--- config.mk ---
export PLATFORM = sky130hd
export DESIGN_NAME = bcd_acc_ram
export DESIGN_NICKNAME = d
export VERILOG_FILES = /design/src/hw/rtl/bcd_acc_ram.sv
export SDC_FILE = /design/constraint.sdc
export NUM_CORES = 1
export LEC_CHECK = 0
export BUFFER_PORTS_ARGS = -buffer_cell sky130_fd_sc_hd__buf_2
export CORE_MARGIN = 2
export CORE_UTILIZATION = 49
export DETAILED_ROUTE_END_ITERATION = 8
export PLACE_DENSITY = 0.79
export REMOVE_ABC_BUFFERS = 1
export SETUP_SLACK_MARGIN = 0.4
export SKIP_CTS_REPAIR_TIMING = 1
export SYNTH_ARGS = -nofsm -noshare
export SYNTH_HDL_FRONTEND = slang
export SYNTH_SLANG_ARGS = --single-unit
--- constraint.sdc ---
create_clock -name clk -period 1.6 [get_ports clk]
set_input_delay 0.32 -clock clk [delete_from_list [all_inputs] [get_ports clk]]
set_output_delay 0.32 -clock clk [all_outputs]
set_load 0.05 [all_outputs]
--- src/hw/rtl/bcd_acc_ram.sv ---
// generic single-write, single-read ram with registered read data
// no dependencies
module bcd_acc_ram #(
	parameter int WIDTH = 4,
	parameter int DEPTH = 40
) (
	input  logic                     clk,
	input  logic                     we,
	input  logic [$clog2(DEPTH)-1:0] waddr,
	input  logic [WIDTH-1:0]         wdata,
	input  logic [$clog2(DEPTH)-1:0] raddr,
	output logic [WIDTH-1:0]         rdata
);

	logic [WIDTH-1:0] mem [DEPTH];

	always_ff @(posedge clk) begin
		if (we) begin
			mem[waddr] <= wdata;
		end
		rdata <= mem[raddr];
	end

endmodule

==> impl.org, run 1 <==
** Run status
- Outcome :: finished clean

** Power
- Maximum vdd ir drop :: 780 uV
- For this design the total switching power over the nets is a little under 2 mW.
- Sequential cells burn a little over half of the power.
- Cell internal power was estimated by the tool at 7.17 mW.
- Switching fraction of total power :: 21.3%
- Total power per unit cell area :: 1100 nW/um2
- Clock network fraction of total power :: between 30% and 40%
- Leakage power figure :: 2.98 nW
- The design draws 9.11 mW.
- Combinational cells account for under 10% of the total power.

** Logic synthesis
- Summing the areas of all compound-gate instances in the mapped netlist gives 6.36% of the synthesized area.
- By instance count, the leading cell after synthesis is sky130_fd_sc_hd__edfxtp_1.
- Summed instance area of the synthesized netlist :: between 6000 and 7000 um2
- Sequential cells were found to cover 72.6% of the synthesized design area.
- Yosys top cell by area :: sky130_fd_sc_hd__edfxtp_1
- Ranked by instance count, the synthesized netlist is headed by 160 x sky130_fd_sc_hd__edfxtp_1, 64 x sky130_fd_sc_hd__mux2i_1, 40 x sky130_fd_sc_hd__nor2_1, 16 x sky130_fd_sc_hd__a22oi_1, 11 x sky130_fd_sc_hd__nand2_1.
- Fraction of post-synthesis cell area in the top cell type by area :: a little under three quarters
- Number of distinct library cells after synthesis :: 36
- Synthesized-area fraction occupied by and/or/nand/nor cells :: between 5 and 6%
- Synth Area in Adders :: 0%
- By area, the combinational part of the netlist is dominated by multiplexers.
- Fraction of synthesized area in multiplexers :: 13.0%
- Post-synth top flop :: sky130_fd_sc_hd__edfxtp_1
- Count of mapped cells out of synthesis :: between 300 and 400
- Share of flip-flops with an asynchronous set or reset after synthesis :: 0%
- Total of flip-flops plus latches after synthesis :: 164
- During synthesis, Yosys emitted a total of 0 warnings.
- Number of enable-type register cells in the synthesized netlist :: 160
- Synth top area cells :: sky130_fd_sc_hd__edfxtp_1 71%, sky130_fd_sc_hd__mux2i_1 9.5%, sky130_fd_sc_hd__nor2_1 2.2%
- Synthesized area per cell :: 17.5 um2
- Xor/xnor cell area share of the yosys netlist :: 0%

** Setup path
- The setup check on the worst reg-to-reg path leaves a slack of 0.15 ns.
- The cell family contributing the most delay on the critical path is multiplexers.
- At the worst endpoint, the required time is roughly 1.9 ns.
- Series of cell instances along the critical path :: mux4_1, mux2_4, nand2_1, o41ai_2
- Crit path launch type :: flop
- On the critical path, the stage with the largest delay is an instance of sky130_fd_sc_hd__mux4_1.
- Peak per-stage delay on the critical path :: 0.52 ns
- Of all nets on the critical path, the largest fanout is 1.
- Counting both buffers and inverters, the worst setup path holds a total of 0.
- Nature of the critical path endpoint :: flop
- STA puts the critical path data arrival time at 1.75 ns.
- The endpoint identified for the worst register-to-register timing path is rdata[0].
- Measured in cells, the most critical reg-to-reg path has a length of 4.
- The worst setup path is of the reg2reg kind.
- The worst register-to-register path begins at mem[36][0].

** Routing
- Router iterations before antenna repair :: 6
- Dividing the detail-routed via count by the number of cells gives 5.78.
- The detailed router finished its first iteration with 459 violations.
- Total length of routed wires :: roughly 15000 um
- After detailed routing, the number of remaining DRC violations is 0.
- Antenna viol nets, final :: 0
- DR vias :: 3879
- Post-DR wirelength/cell :: 21.8 um

** Timing
- Transition at the pin with the smallest max-transition slack :: 0.586 ns
- Final count of pins violating max slew :: 0
- Highest clock frequency the design can meet :: 688 MHz
- Setup slack of the critical path after layout :: 0.146 ns
- The count of endpoints failing hold in the final timing report came to 0.
- Share of the clock period used by the worst path :: roughly nine tenths
- Setup violations remaining at the end of the flow were counted as 0.
- Setup repair after global routing could not meet its margin everywhere.
- Setup TNS Final :: 0 ns
- Measured against its own limit, the worst slew margin works out to approximately three fifths.
- Shortest period the worst path allows :: ~1.5 ns
- For the final database, setup skew stands at 0.00409 ns.
- Final hold analysis gives a worst-case slack of 0.271 ns.

** Global routing
- The number of global-route vias before repair was 3851.
- Pin count of the biggest net entering global routing :: a little over 40
- After global routing the overflow that remains totals 0.
- In the global route stage, overall resource usage came out at 20.7%.
- The initial antenna violation count came to 0.
- The first global-routing pass estimated 21900 um of wire.

** Finish
- Cells fill between 60 and 70% of the core in the end.
- Compared with the post-synthesis result, the final layout area differs by 23.3%.
- Of the cells placed in the final design, the portion with a size suffix greater than 1 is 35.6%.
- Antenna diode count :: 0
- The count of cells in the finished layout, fillers not included, comes to 671.
- Cell area after layout :: 8290 um2
- The net count of the finished layout is 500.
- Fill cells in the final layout number 954.

** Floorplanning
- The initialized floorplan defines between 40 and 50 standard-cell rows.
- Once the floorplan was initialized, standard cells occupied 50.4% of the core.
- 22 I/O pins were placed.
- The core region is 13300 um2.
- Full die area :: 14700 um2
- Vertical die dimension :: 121 um
- The floorplan step set the die width to approximately 120 um.

** Clocking
- The later pin in the worst-skew pair is clocked with a latency of about 0.42 ns.
- The number of clock buffers added by TritonCTS is 17.
- Number of levels the H-tree was split into :: 4
- TritonCTS built the clock tree.
- The clock passes through at most 2 buffers.
- Clock-pin slew was measured on the worst setup and hold paths at around 0.060 ns.
- Clock tree synthesis selected as its root buffer the cell sky130_fd_sc_hd__clkbuf_16.
- For this design, the sink count on the clock tree is 164.

** Worst hold path
- Endpoint with the worst hold slack :: rdata[3]
- Startpoint of the worst hold path :: raddr[5]
- The tightest min-delay check is of the in2reg type.
- The worst hold path passes through 3 cells.

** Place
- Placer congestion estimate :: 0.885
- Input and output buffers added on the ports amount to 21.
- Detailed placement ended at an HPWL of 9630 um.
- Worst setup slack before clock tree synthesis :: -0.319 ns
- In this run the cell area measured after placement is 7510 um2.
- Including well taps, the total number of placed cells is 634.

** Job
- Across the run, the number of max-cap violations was 0.
## worst min-delay path: cells and delay by family
kind | cells | cell delay (ns)
AND/OR/NAND/NOR | 1 | 0.08
AO/OA/AOI/OAI | 1 | 0.05
buffers and inverters | 1 | 0.18
## worst max path at each step
stage / startpoint / to / slack (ns) / cells past startpoint
after detailed placement: raddr[1] / rdata[0] / -0.32 / 6
after floorplan: raddr[2] / rdata[2] / -0.14 / 5
after global routing: mem[36][0] / rdata[0] / 0.09 / 4
final: mem[36][0] / rdata[0] / 0.15 / 4
after CTS: mem[37][3] / rdata[3] / 0.09 / 4
after global placement: raddr[1] / rdata[0] / -0.33 / 6
## logic make-up (layout without fill, tap and decap cells)
family                 after synthesis  after routing
DFF                                164            164
muxes                               76             76
buffers and inverters               22            132
and+or+nand+nor                     75             75
AOI/OAI and AO/OA                   48             48
## metal layers
metal | share of wire (%) | wire, um | track usage, %
met4 | 2.0 | 290 | 8.76
met2 | 51 | 7390 | 33.0
met1 | 41 | 5950 | 27.7
met5 | 0 | 0 | 0
met3 | 6.8 | 996 | 4.70
## state kept, by name, summed over array words and instances (netlist names)
name	cells
mem	160
rdata	4
## power groups by stage
stage / logic [mW] / registers [mW] / clock network [mW]
3_5_place_dp: 0.616 / 4.86 / 0
2_1_floorplan: 0.227 / 4.90 / 0
3_3_place_gp: 0.601 / 4.85 / 0
6_report: 0.705 / 4.77 / 3.63
4_1_cts: 0.618 / 4.77 / 3.67
5_1_grt: 0.745 / 4.77 / 3.86
## final cells by class
cell class              count  area, um2  share of cell area (%)
flip-flops and latches    164       4890                    58.9
clock inverters            11       87.6                    1.06
well taps                 176        220                    2.66
multi-input cells         199       1790                    21.6
clock buffers              21        440                    5.31
repair buffers            100        867                    10.5
## cells in the final DEF, fill, tap and decap left out, types with 4 or more instances in the layout
cell and n:
sky130_fd_sc_hd__mux4_2 7, sky130_fd_sc_hd__buf_6 5, sky130_fd_sc_hd__nand2_2 5, sky130_fd_sc_hd__mux2_4 4, sky130_fd_sc_hd__clkinv_1 4, sky130_fd_sc_hd__edfxtp_1 160
sky130_fd_sc_hd__clkinvlp_4 5, sky130_fd_sc_hd__buf_12 8, sky130_fd_sc_hd__nor2_1 38, sky130_fd_sc_hd__mux2i_1 62, sky130_fd_sc_hd__o41ai_2 4, sky130_fd_sc_hd__a22oi_1 14
sky130_fd_sc_hd__buf_8 4, sky130_fd_sc_hd__nand2_1 6, sky130_fd_sc_hd__clkbuf_1 4, sky130_fd_sc_hd__buf_2 13, sky130_fd_sc_hd__buf_4 70, sky130_fd_sc_hd__a221oi_2 8
sky130_fd_sc_hd__a22o_1 8, sky130_fd_sc_hd__a21oi_1 8, sky130_fd_sc_hd__clkbuf_16 17
Note: power is estimated with default switching activity, not from simulation.
==> inputs of run 2 (changes only) <==
- ABC_AREA: unset -> 1
- CORE_ASPECT_RATIO: unset -> 0.75
==> impl.org, run 2 <==
** Logic synthesis
- After synthesis, the cell types taking the most area are sky130_fd_sc_hd__edfxtp_1 71%, sky130_fd_sc_hd__nand2_1 9.2%, sky130_fd_sc_hd__nand3_1 8.3%.
- The biggest area contributor in the post-synthesis netlist is sky130_fd_sc_hd__edfxtp_1.
- Fraction of post-synthesis cell area in the top cell type by area :: 71.0% (-0.42 points)
- For this run, the leading register cell type out of synthesis is sky130_fd_sc_hd__edfxtp_1.
- Count of mapped cells out of synthesis :: 584 (+52%)
- The count of flip-flops with a built-in enable after synthesis came to 160 (unchanged).
- The mean post-synth cell area was 11.6 um2 (-34%).
- Share of flip-flops with an asynchronous set or reset after synthesis :: 0% (unchanged)
- Number of distinct library cells after synthesis :: 20 (-44%)
- Number of warning messages in the yosys log :: 0 (unchanged)
- The post-synthesis sequential area ratio is 72.2% (-0.43 points).
- The summed instance area of the synthesized netlist came to 6770 um2 (+0.60%).
- The synthesis-stage register bit count is 164 (unchanged).
- Most frequent cell after synthesis :: sky130_fd_sc_hd__nand2_1
- Top cell types by occurrence after synthesis :: 166 x sky130_fd_sc_hd__nand2_1, 160 x sky130_fd_sc_hd__edfxtp_1, 112 x sky130_fd_sc_hd__nand3_1, 48 x sky130_fd_sc_hd__nor2_1, 21 x sky130_fd_sc_hd__buf_2

** Finish
- Flip-flop count of the largest register, all copies and words added :: 160 (unchanged)
- From synthesis to final layout, the design area changed by 20.9%.
- Post-layout util :: 60.1% (-2.0 points)
- Antenna diode count :: 0 (unchanged)
- The register with the most flip-flops in the final layout is mem.
- Fraction of layout cells with a size suffix above 1 :: 21.4% (-14 points)
- Most common cell after layout, fill and taps aside :: sky130_fd_sc_hd__nand2_1
- Sequential cell area :: 4890 um2 (unchanged)
- Cell area after layout :: 8180 um2 (-1.4%)
- Most frequent cells in the layout :: 164 x sky130_fd_sc_hd__nand2_1, 160 x sky130_fd_sc_hd__edfxtp_1, 89 x sky130_fd_sc_hd__nand3_1, 48 x sky130_fd_sc_hd__buf_4, 44 x sky130_fd_sc_hd__nor2_1
- Combined area of the multi-input logic cells :: 1790 um2 (unchanged)
- The layout filler cell count came to 1043 (+9.3%).
- In the final layout, the registers with the most flip-flops are mem x160, rdata x4.
- The number of nets in the layout was 665 (+33%).

** Routing
- The highest metal layer carrying signal wires in the routed design is met4.
- The number of design rule violations left after detail routing came to 0 (unchanged).
- Router iterations before antenna repair :: 5 (-1)
- The wire length after detailed routing was 16200 um (+11%).
- The met1 layer wirelength in the final routing is 6640 um (+11%).
- DR vias :: 4770 (+23%)
- The final antenna-violating net count was 0 (unchanged).
- Post-DR wirelength/cell :: 19.4 um (-11%)
- The count of routing violations after the opening detailed-route iteration was 656 (+43%).
- The vias per cell is 5.73 (-0.95%).
- Routed length on met2 :: 7670 um (+3.8%)
- The met3 wire length came to 1630 um (+64%).

** Floorplanning
- The die outline area came to 14800 um2 (+0.64%).
- The width of the chip is 140 um (+15%).
- Initial Util :: 49.7% (-0.68 points)
- Core Area :: 13600 um2 (+2.0%)
- Io pins :: 22 (unchanged)
- The die outline height is 106 um (-13%).
- The row count came to 37 (-12%).

** Worst hold path
- In this run the worst hold path is classified as in2reg.
- In this run the most critical hold path is launched from raddr[5].

** Power
- Comb pwr share :: 7.7% (about the same)
- Leakage power figure :: 3.00 nW (+0.66%)
- Post-layout total power :: 9.27 mW (+1.7%)
- Switching fraction of total power :: 21.8% (+0.56 points)
- Total power per unit cell area :: 1130 nW/um2 (+3.1%)
- Cell-internal power :: 7.24 mW (+1.0%)
- Reg power frac :: 51.5% (-0.9 points)
- Maximum vdd ir drop :: 820 uV (+5.1%)
- Clock network fraction of total power :: 40.8% (+0.9 points)
- The power spent charging and discharging nets came to 2.03 mW (+4.4%).

** Timing
- Transition at the pin with the smallest max-transition slack :: 0.379 ns (-0.207 ns)
- Slew HR :: 74.7% (+14 points)
- The period utilization came to 79.3% (-12 points).
- The timing-limited maximum frequency was 788 MHz (+15%).
- Setup repair after global routing missed its margin :: yes
- The hold slack came to 0.220 ns (-0.0509 ns).
- The final max-slew violation count came to 0 (unchanged).
- Total count of hold-check failures in the final report :: 0 (unchanged)
- Max Clock Skew :: 0.00421 ns (+0.000127 ns)
- The number of endpoints failing setup at the final stage was 0 (unchanged).
- Setup slack of the critical path after layout :: 0.332 ns (+0.185 ns)
- Shortest period the worst path allows :: 1.27 ns (-0.185 ns)

** Job
- The max-capacitance violation count came to 0 (unchanged).

** Clocking
- The clock latency of the later-clocked register in the worst-skew pair came to 0.42 ns (about the same).
- The clock edge transition at the registers on the reported setup and hold paths was 0.06 ns (about the same).
- Total clock sinks :: 164 (unchanged)
- The buffer levels on the longest clock path came to 2 (unchanged).
- CTS tree :: built
- CTS Root Buffer Type :: sky130_fd_sc_hd__clkbuf_16
- The number of buffers created by CTS is 17 (unchanged).
- The number of H-tree branching levels came to 4 (unchanged).

** Global routing
- The global-route usage over all layers came to 22.9% (+2.2 points).
- The number of global-route vias before repair came to 4665 (+21%).
- Wire length of the first global-routing pass :: 25400 um (+16%)
- Initial antenna violation count :: 0 (unchanged)
- Pin count of the biggest net entering global routing :: 49 (+20%)
- The total overflow reported by the global router is 0 (unchanged).

** Setup path
- Critical R2R Launch :: mem[27][1]
- Walking the worst path, the cells encountered are buf_6.
- The setup path with the least slack is of type reg2out.
- The cell family contributing the most delay on the critical path is flip-flops.
- Worst setup path startpoint :: rdata[3]
- The worst endpoint data arrival time came to 0.95 ns (-0.80 ns).
- Peak per-stage delay on the critical path :: 0.36 ns (-0.16 ns)
- Critical path fanouts, max :: 1 (unchanged)
- Nature of the critical path endpoint :: primary output
- Data required, critical path :: 1.28 ns (-0.62 ns)
- The slowest stage of the critical path belongs to the cell sky130_fd_sc_hd__dfxtp_1.
- Number of buffer and inverter instances along the worst setup path :: 1 (+1)
- Crit path launch type :: flop

** Run status
- The run finished with clean final reports.

** Place
- Area after DPL :: 7440 um2 (-0.90%)
- Placer congestion estimate :: 0.927 (+4.7%)
- The count of port buffers added during placement is 21 (unchanged).
- Detail Placement HPWL :: 10200 um (+5.4%)
- Worst setup slack before clock tree synthesis :: -0.0688 ns (+0.251 ns)
-- run 2: area by class of cell --
class	count	share of cell area (%)
Sequential cell	164	59.8
Multi-Input combinational cell	371	21.9
Timing Repair Buffer	78	8.29
Clock buffer	19	5.29
Tap cell	175	2.68
Clock inverter	11	1.38
Inverter	15	0.719
-- run 2: final timing paths --
kind	to	slack, ns	cells past startpoint
worst min-delay path	rdata[0]	0.22	3
worst min register to register	rdata[2]	0.75	4
worst max register to register	rdata[1]	0.46	8
worst max-delay path	rdata[3]	0.33	1
-- run 2: cell families after synthesis --
| kind of cell | Yosys count | synth area share (%) |
|---|---|---|
| and+or+nand+nor | 343 | 21.7 |
| DFF | 164 | 72.2 |
| buffers and inverters | 49 | 3.64 |
| AOI/OAI and AO/OA | 28 | 2.51 |
-- run 2: power by group through the flow --
stage	clock network, mW	logic [mW]	registers [mW]
final	3.78	0.716	4.77
after global routing	3.97	0.775	4.77
after CTS	3.82	0.658	4.77
after detailed placement	0	0.651	4.86
after global placement	0	0.630	4.86
after floorplan	0	0.245	4.90
-- run 2: metrics by stage --
step | cells | setup TNS, ns
finish | 833 | 0
floorplan | 550 | 0
detailed placement | 803 | -0.667
global route | 833 | 0
global placement | 803 | -0.0826
CTS | 833 | 0
-- run 2: per-layer routing --
layer | GRT usage (%) | vias to the layer above
li1 | - | 2199
met1 | 31.6 | 2296
met2 | 36.1 | 252
met3 | 6.18 | 23
met4 | 6.57 | 0
met5 | 0 | -
